<file path="src/rtl/lcdnw_pkg.sv">
// Shared types, constants and the microcode table of the LCD nibble write sequencer.
package lcdnw_pkg;

	localparam int unsigned WaitW = 16;
	localparam int unsigned StrobeW = 8;
	localparam int unsigned StepW = 4;
	localparam int unsigned CfgIdxW = 8;

	localparam logic [WaitW-1:0] PowerUpWaitRst = 16'd40000;
	localparam logic [WaitW-1:0] SettleWaitRst = 16'd50;
	localparam logic [WaitW-1:0] LongCmdWaitRst = 16'd2000;
	localparam logic [StrobeW-1:0] EnableWidthRst = 8'd1;

	localparam logic [WaitW-1:0] WakeFirstWait = 16'd5000;
	localparam logic [WaitW-1:0] WakeNextWait = 16'd150;
	localparam logic [WaitW-1:0] WaitSat = 16'hFFFF;

	localparam logic [StepW-1:0] EntryInit = 4'd0;
	localparam logic [StepW-1:0] EntryByte = 4'd14;

	localparam logic [3:0] ColumnMax = 4'd15;
	localparam logic [7:0] CmdClear = 8'h01;
	localparam logic [7:0] CmdHome = 8'h02;

	typedef enum logic [1:0] {
		REQ_INIT = 2'd0,
		REQ_CMD  = 2'd1,
		REQ_DATA = 2'd2,
		REQ_GOTO = 2'd3
	} req_kind_t;

	typedef enum logic [CfgIdxW-1:0] {
		CFG_POWER_UP_WAIT = 8'd0,
		CFG_SETTLE_WAIT   = 8'd1,
		CFG_LONG_CMD_WAIT = 8'd2,
		CFG_ENABLE_WIDTH  = 8'd3
	} cfg_reg_t;

	// byte source for one step
	typedef enum logic {
		SRC_CONST = 1'b0,
		SRC_REQ   = 1'b1
	} src_t;

	// extra wait after the strobe
	typedef enum logic [1:0] {
		EX_NONE  = 2'd0,
		EX_WAKE1 = 2'd1,
		EX_WAKE  = 2'd2,
		EX_LONG  = 2'd3
	} extra_t;

	typedef struct packed {
		src_t        src;
		logic [7:0]  cbyte;
		logic        hi;
		logic        before_pwr;
		extra_t      extra;
		logic        last;
	} ucw_t;

	typedef struct packed {
		logic        load;
		logic        issue;
		ucw_t        word;
	} ctrl_t;

	typedef struct packed {
		logic [1:0]  req_type;
		logic [7:0]  value;
		logic [7:0]  column;
		logic [7:0]  row;
	} req_t;

	typedef struct packed {
		logic               reg_select;
		logic [3:0]         nibble;
		logic [WaitW-1:0]   wait_before_us;
		logic [StrobeW-1:0] strobe_width_us;
		logic [WaitW-1:0]   wait_after_us;
		logic               last;
	} rsp_t;

	function automatic ucw_t uc_word(input src_t src, input logic [7:0] cbyte,
			input logic hi, input logic before_pwr, input extra_t extra, input logic last);
		ucw_t w;
		w.src = src;
		w.cbyte = cbyte;
		w.hi = hi;
		w.before_pwr = before_pwr;
		w.extra = extra;
		w.last = last;
		return w;
	endfunction

	// Program: init runs steps 0 to 13, byte requests run 14 and 15.
	function automatic ucw_t ucode(input logic [StepW-1:0] step);
		ucw_t w;
		unique case (step)
			4'd0:  w = uc_word(SRC_CONST, 8'h03, 1'b0, 1'b1, EX_WAKE1, 1'b0);
			4'd1:  w = uc_word(SRC_CONST, 8'h03, 1'b0, 1'b0, EX_WAKE, 1'b0);
			4'd2:  w = uc_word(SRC_CONST, 8'h03, 1'b0, 1'b0, EX_WAKE, 1'b0);
			4'd3:  w = uc_word(SRC_CONST, 8'h02, 1'b0, 1'b0, EX_WAKE, 1'b0);
			4'd4:  w = uc_word(SRC_CONST, 8'h28, 1'b1, 1'b0, EX_NONE, 1'b0);
			4'd5:  w = uc_word(SRC_CONST, 8'h28, 1'b0, 1'b0, EX_LONG, 1'b0);
			4'd6:  w = uc_word(SRC_CONST, 8'h08, 1'b1, 1'b0, EX_NONE, 1'b0);
			4'd7:  w = uc_word(SRC_CONST, 8'h08, 1'b0, 1'b0, EX_LONG, 1'b0);
			4'd8:  w = uc_word(SRC_CONST, 8'h01, 1'b1, 1'b0, EX_NONE, 1'b0);
			4'd9:  w = uc_word(SRC_CONST, 8'h01, 1'b0, 1'b0, EX_LONG, 1'b0);
			4'd10: w = uc_word(SRC_CONST, 8'h06, 1'b1, 1'b0, EX_NONE, 1'b0);
			4'd11: w = uc_word(SRC_CONST, 8'h06, 1'b0, 1'b0, EX_LONG, 1'b0);
			4'd12: w = uc_word(SRC_CONST, 8'h0C, 1'b1, 1'b0, EX_NONE, 1'b0);
			4'd13: w = uc_word(SRC_CONST, 8'h0C, 1'b0, 1'b0, EX_LONG, 1'b1);
			4'd14: w = uc_word(SRC_REQ, 8'h00, 1'b1, 1'b0, EX_NONE, 1'b0);
			4'd15: w = uc_word(SRC_REQ, 8'h00, 1'b0, 1'b0, EX_LONG, 1'b1);
			default: w = uc_word(SRC_REQ, 8'h00, 1'b0, 1'b0, EX_NONE, 1'b1);
		endcase
		return w;
	endfunction

endpackage

</file>
<file path="src/rtl/lcdnw_useq.sv">
// Step counter and microcode fetch for the LCD nibble write sequencer.
module lcdnw_useq (
	input  logic                clk,
	input  logic                arst_n,
	input  logic                req_valid,
	input  logic [1:0]          req_type,
	output logic                req_ready,
	input  logic                rsp_valid,
	input  logic                rsp_ready,
	output lcdnw_pkg::ctrl_t    ctrl
);
	import lcdnw_pkg::*;

	logic             busy_q;
	logic [StepW-1:0] step_q;
	ucw_t             word;
	logic             load;
	logic             issue;

	assign word = ucode(step_q);
	assign req_ready = !busy_q;
	assign load = req_valid && !busy_q;
	// issue a step whenever the output register is free or being drained
	assign issue = busy_q && (!rsp_valid || rsp_ready);

	assign ctrl.load = load;
	assign ctrl.issue = issue;
	assign ctrl.word = word;

	always_ff @(posedge clk or negedge arst_n) begin
		if (!arst_n) begin
			busy_q <= 1'b0;
			step_q <= EntryInit;
		end else if (load) begin
			busy_q <= 1'b1;
			step_q <= (req_kind_t'(req_type) == REQ_INIT) ? EntryInit : EntryByte;
		end else if (issue) begin
			if (word.last) begin
				busy_q <= 1'b0;
			end else begin
				step_q <= step_q + 1'b1;
			end
		end
	end

endmodule

</file>
<file path="src/rtl/lcdnw_dpath.sv">
// Datapath of the LCD nibble write sequencer: request byte, registers and result register.
module lcdnw_dpath (
	input  logic                           clk,
	input  logic                           arst_n,
	input  lcdnw_pkg::ctrl_t               ctrl,
	input  lcdnw_pkg::req_t                req,
	input  logic                           cfg_valid,
	input  logic [lcdnw_pkg::CfgIdxW-1:0]  cfg_index,
	input  logic [lcdnw_pkg::WaitW-1:0]    cfg_data,
	output logic                           rsp_valid,
	input  logic                           rsp_ready,
	output lcdnw_pkg::rsp_t                rsp
);
	import lcdnw_pkg::*;

	logic [WaitW-1:0]   power_up_wait_q;
	logic [WaitW-1:0]   settle_wait_q;
	logic [WaitW-1:0]   long_cmd_wait_q;
	logic [StrobeW-1:0] enable_width_q;

	logic [7:0]         byte_q;
	logic               rs_q;
	logic               rsp_valid_q;
	rsp_t               rsp_q;

	logic [7:0]         req_byte;
	logic [3:0]         col_c;
	logic [7:0]         cur_byte;
	logic               cur_rs;
	logic [WaitW-1:0]   extra;
	logic [WaitW:0]     after_sum;
	rsp_t               next_rsp;

	// byte for the request: go-to clamps the column and picks the line base
	always_comb begin
		col_c = (req.column > {4'd0, ColumnMax}) ? ColumnMax : req.column[3:0];
		unique case (req_kind_t'(req.req_type)) inside
			REQ_GOTO: req_byte = {1'b1, (req.row != 8'd0), 2'b00, col_c};
			REQ_INIT, REQ_CMD, REQ_DATA: req_byte = req.value;
			default: req_byte = req.value;
		endcase
	end

	always_comb begin
		cur_byte = (ctrl.word.src == SRC_REQ) ? byte_q : ctrl.word.cbyte;
		cur_rs = (ctrl.word.src == SRC_REQ) ? rs_q : 1'b0;
		unique case (ctrl.word.extra)
			EX_NONE:  extra = '0;
			EX_WAKE1: extra = WakeFirstWait;
			EX_WAKE:  extra = WakeNextWait;
			EX_LONG:  extra = (!cur_rs && (cur_byte == CmdClear || cur_byte == CmdHome))
				? long_cmd_wait_q : '0;
			default:  extra = '0;
		endcase
		after_sum = {1'b0, settle_wait_q} + {1'b0, extra};
		next_rsp.reg_select = cur_rs;
		next_rsp.nibble = ctrl.word.hi ? cur_byte[7:4] : cur_byte[3:0];
		next_rsp.wait_before_us = ctrl.word.before_pwr ? power_up_wait_q : '0;
		next_rsp.strobe_width_us = enable_width_q;
		next_rsp.wait_after_us = after_sum[WaitW] ? WaitSat : after_sum[WaitW-1:0];
		next_rsp.last = ctrl.word.last;
	end

	always_ff @(posedge clk or negedge arst_n) begin
		if (!arst_n) begin
			power_up_wait_q <= PowerUpWaitRst;
			settle_wait_q <= SettleWaitRst;
			long_cmd_wait_q <= LongCmdWaitRst;
			enable_width_q <= EnableWidthRst;
		end else if (cfg_valid) begin
			unique case (cfg_index)
				CFG_POWER_UP_WAIT: power_up_wait_q <= cfg_data;
				CFG_SETTLE_WAIT:   settle_wait_q <= cfg_data;
				CFG_LONG_CMD_WAIT: long_cmd_wait_q <= cfg_data;
				CFG_ENABLE_WIDTH:  enable_width_q <= cfg_data[StrobeW-1:0];
				default: ;
			endcase
		end
	end

	always_ff @(posedge clk or negedge arst_n) begin
		if (!arst_n) begin
			rsp_valid_q <= 1'b0;
		end else if (ctrl.issue) begin
			rsp_valid_q <= 1'b1;
		end else if (rsp_ready) begin
			rsp_valid_q <= 1'b0;
		end
	end

	always_ff @(posedge clk) begin
		if (ctrl.load) begin
			byte_q <= req_byte;
			rs_q <= (req_kind_t'(req.req_type) == REQ_DATA);
		end
		if (ctrl.issue) begin
			rsp_q <= next_rsp;
		end
	end

	assign rsp_valid = rsp_valid_q;
	assign rsp = rsp_q;

endmodule

</file>
<file path="src/rtl/char_lcd_nibble_write_sequencer.sv">
// Top level of the character LCD nibble write sequencer.
//
//  channel  signals                               direction  item
//  req      req_valid, req_ready, req             in         one request
//  rsp      rsp_valid, rsp_ready, rsp             out        one nibble write
//  cfg      cfg_valid, cfg_ready, cfg_index/data  in         one register write
//
// A request is loaded into the step counter, then one nibble write issues per cycle while
// the output is taken: init gives 14 items, other requests 2 items; the first item is
// valid once the step counter has issued its first step into the output register.
// A new request is taken the cycle after the last step issues, while that last
// item may still wait in the output register.
// Reset puts the registers at their defaults and empties the output register.
// A stalled output holds the step counter.
module char_lcd_nibble_write_sequencer (
	input  logic                           clk,
	input  logic                           arst_n,
	input  logic                           req_valid,
	output logic                           req_ready,
	input  lcdnw_pkg::req_t                req,
	output logic                           rsp_valid,
	input  logic                           rsp_ready,
	output lcdnw_pkg::rsp_t                rsp,
	input  logic                           cfg_valid,
	output logic                           cfg_ready,
	input  logic [lcdnw_pkg::CfgIdxW-1:0]  cfg_index,
	input  logic [lcdnw_pkg::WaitW-1:0]    cfg_data
);
	import lcdnw_pkg::*;

	ctrl_t ctrl;

	assign cfg_ready = 1'b1;

	lcdnw_useq u_useq (
		.clk       (clk),
		.arst_n    (arst_n),
		.req_valid (req_valid),
		.req_type  (req.req_type),
		.req_ready (req_ready),
		.rsp_valid (rsp_valid),
		.rsp_ready (rsp_ready),
		.ctrl      (ctrl)
	);

	lcdnw_dpath u_dpath (
		.clk       (clk),
		.arst_n    (arst_n),
		.ctrl      (ctrl),
		.req       (req),
		.cfg_valid (cfg_valid),
		.cfg_index (cfg_index),
		.cfg_data  (cfg_data),
		.rsp_valid (rsp_valid),
		.rsp_ready (rsp_ready),
		.rsp       (rsp)
	);

endmodule
</file>
<file path="config.mk">
export PLATFORM = sky130hd
export DESIGN_NAME = char_lcd_nibble_write_sequencer
export DESIGN_NICKNAME = d
export VERILOG_FILES = /design/src/rtl/lcdnw_pkg.sv /design/src/rtl/lcdnw_useq.sv /design/src/rtl/lcdnw_dpath.sv /design/src/rtl/char_lcd_nibble_write_sequencer.sv
export SDC_FILE = /design/constraint.sdc
export NUM_CORES = 1
export LEC_CHECK = 0
export ABC_AREA = 1
export ABC_CLOCK_PERIOD_IN_PS = 4250
export BUFFER_PORTS_ARGS = -buffer_cell sky130_fd_sc_hd__buf_2
export CAP_MARGIN = 20
export CORE_ASPECT_RATIO = 0.5
export CORE_MARGIN = 1.5
export CORE_UTILIZATION = 56
export DETAILED_ROUTE_END_ITERATION = 10
export GPL_TIMING_DRIVEN = 0
export PLACE_DENSITY = 0.8
export SLEW_MARGIN = 20
export SYNTH_ARGS = -nofsm -noshare
export SYNTH_HDL_FRONTEND = slang
export SYNTH_SLANG_ARGS = --single-unit
</file>
<file path="constraint.sdc">
create_clock -name clk -period 4.25 [get_ports clk]
set_input_delay 0.85 -clock clk [delete_from_list [all_inputs] [get_ports clk]]
set_output_delay 0.85 -clock clk [all_outputs]
set_load 0.05 [all_outputs]
</file>
==> run metrics <==
vias in the first global route 4,469; synth warn 0; final WL 12,980 um; Distinct cells, synth 37; Remaining DRCs 0; Via Count 4,805; register area share after synthesis 0.5445; Reg2Reg Depth 20; Clock Path Buffers 2; Max Freq 284.8 MHz; Iter 0 DRT Violations 323; RSZ-0062 raised after global routing no; Clock Sinks 117; Max-cap violations 0; Antenna diodes 0; Multi-input gate area approximately 2200 um^2; port bufs a little over 100; Worst Tran Pin Value 0.7655 ns; ys flop type edfxtp_1; synthesized instance count 676; GRT Total Usage 0.2476; largest net degree at the start of global routing 63; asr flop ratio synth 0.5299; CTS Hold Bufs 0; GRT busiest layer met2; fin crit share 0.8262; outcome finished, final reports clean; Setup Skew around 0.0062 ns; Post-CTS Setup Inserts 0; final setup violating endpoints 0; worst-skew pair later-pin latency approximately 0.42 ns; setup_tns 0 ns; Hold Fails Final Rpt 0; area delta synth->final 21.36%; Final GP Congestion 0.8348; Worst-path clk slew 0.05 ns; Hold WC Path Type reg2reg; worst setup path end u_dpath.rsp[13]; total global routing overflow 0; total power 4.407 mW; # IOs 104; RR Endpoint u_dpath.rsp[13]; met3 usage 0.07246; TritonRoute pass-1 iters 5; Worst R2R Setup Slack between 0.7 and 0.8 ns; reg2reg start u_useq.step_q[0]; EDFF count, synth 55; floorplan row count 26; CP endpoint kind flip-flop; FILL cells around 760; pwr dens 613.7 nW/um^2; layout cell share with drive strength beyond 1 0.2170; Mapped Area 5917 um^2; post_cts resized 0; # H-tree levels 4; Inserted Clock Buffers 17; Antenna Nets Post-Route 0; Die ar. 11,230 um^2; chip height 75.69 um; CP startpoint kind flip-flop; Max-slew headroom 0.4897; M2 GR Usage 0.4335; register area 3222 um^2; CTS tree yes; core area around 10,000 um^2; syn_area_per_cell 8.753 um^2; vias per cell 5.053; antenna violations before repair 0; minimum clock period approximately 3.5 ns; root buf cell clkbuf_16; Max Fanout on Critical Path 10; Critical Path Start u_useq.step_q[0]; critical path class reg2reg; detailed placement HPWL 9133 um; Syn Nets 755; static leakage 3.596 nW; Avg WL per Cell 13.65 um; worst vdd ir 0.0003101 V; Pins Over Slew Limit 0; worst path required time 4.42 ns; first-pass GRT wire length 20,780 um; Synth Register Bits 117; nets around 880; routing usage on met1 0.2975; initial core utilization 0.5774; Arrival @ worst endpoint 3.68 ns; Die X 148.4 um
[through the flow]
| stage | area [um^2] | util | hold WS (ns) | instances | worst slack, ns |
|---|---|---|---|---|---|
| 5_1_grt | 7181 | 0.7007 | 0.4673 | 951 | 0.5073 |
| 4_1_cts | 7181 | 0.7007 | 0.4530 | 951 | 0.6912 |
| 2_1_floorplan | 5917 | - | 0.4253 | 676 | 1.226 |
| 3_5_place_dp | 6633 | 0.6473 | 0.4402 | 919 | 0.7456 |
| 6_report | 7181 | 0.7007 | 0.4503 | 951 | 0.7387 |
| 3_3_place_gp | 6603 | 0.6443 | 0.4324 | 918 | 0.7881 |
[worst max-delay path, stage by stage, from the launching register on]
cell	delay [ns]
dfrtp_1	0.51
ha_1	0.20
inv_1	0.04
ha_1	0.17
nand2_1	0.07
nand3_2	0.09
inv_2	0.06
nand2_1	0.06
nand2_2	0.11
nor2_8	0.07
nand2_8	0.11
nor2_2	0.05
ha_1	0.22
fa_1	0.46
nand3_1	0.10
nand3_1	0.10
nand2_1	0.07
nand2_1	0.11
a21oi_2	0.37
buf_6	0.19
nand3_1	0.07
[layout make-up]
type / instances / area share
inverters: 113 / 0.05907
multi-input cells: 430 / 0.3042
plain buffers: 16 / 0.01202
well taps: 140 / 0.02439
clock inverters: 3 / 0.002091
flip-flops and latches: 117 / 0.4487
repair buffers: 103 / 0.07527
clock buffers: 29 / 0.07423
[state kept, by name, indices dropped and copies added, names as in the netlist]
signal / cells
u_dpath.rsp_valid: 1
u_dpath.power_up_wait_q: 16
u_dpath.rs_q: 1
u_dpath.byte_q: 8
u_useq.step_q: 4
u_dpath.long_cmd_wait_q: 16
u_useq.busy_q: 1
u_dpath.enable_width_q: 8
u_dpath.rsp: 46
u_dpath.settle_wait_q: 16
[worst min path at each step]
stage / slack, ns / end / cells after the start / from
6_report: 0.45 / u_dpath.rsp[18] / 0 / u_dpath.enable_width_q[1]
5_1_grt: 0.47 / u_dpath.rsp[18] / 0 / u_dpath.enable_width_q[1]
4_1_cts: 0.45 / u_dpath.rsp[18] / 0 / u_dpath.enable_width_q[1]
3_5_place_dp: 0.44 / u_dpath.rsp[18] / 0 / u_dpath.enable_width_q[1]
3_3_place_gp: 0.43 / u_dpath.rsp[18] / 0 / u_dpath.enable_width_q[1]
2_1_floorplan: 0.43 / u_dpath.rsp[18] / 0 / u_dpath.enable_width_q[1]
[Yosys cell counts, drive strengths merged (3+ instances only)]
| master | count | share of area |
|---|---|---|
| dfstp | 15 | 0.067 |
| a21oi | 14 | 0.013 |
| inv | 113 | 0.072 |
| ha | 23 | 0.049 |
| xor2 | 6 | 0.0089 |
| or2 | 3 | 0.0032 |
| dfrtp | 47 | 0.20 |
| nor2 | 64 | 0.050 |
| clkbuf | 12 | 0.0076 |
| edfxtp | 55 | 0.28 |
| o21ai | 67 | 0.057 |
| a22oi | 3 | 0.0038 |
| nand2 | 194 | 0.13 |
| nand3 | 41 | 0.039 |
| buf | 4 | 0.0070 |
[logic make-up (layout without fill, tap and decap cells)]
family | count (synthesis) | after routing | share of synthesized area
XOR/XNOR | 7 | 7 | 0.01036
AND/OR/NAND/NOR | 311 | 311 | 0.2290
other | 1 | 1 | 0.0006338
AO/OA/AOI/OAI | 87 | 87 | 0.07719
flip-flops | 117 | 117 | 0.5445
adder cells (fa/ha/maj) | 24 | 24 | 0.05202
buffers and inverters | 129 | 264 | 0.08628
[per-layer routing]
layer  part of all wire  vias to the layer above
li1                   -                     2390
met1               0.43                     2195
met2               0.48                      183
met3              0.067                       37
met4              0.024                        0
met5                  0                        -
[where the power goes]
group	leakage, nW	internal [mW]	switching (mW)
clock	0.270	0.842	0.469
sequential	1.33	1.47	0.0884
combinational	2.00	0.378	1.16
[layout by cell type (no fill, tap or decap), drive strengths merged, types with 6 or more instances in the layout]
cell    count
nand3      41
o21ai      67
nand2     194
nor2       64
a21oi      14
inv       113
xor2        6
edfxtp     55
ha         23
dfstp      15
buf       107
clkbuf     41
dfrtp      47
Note: power is estimated with default switching activity, not from simulation.
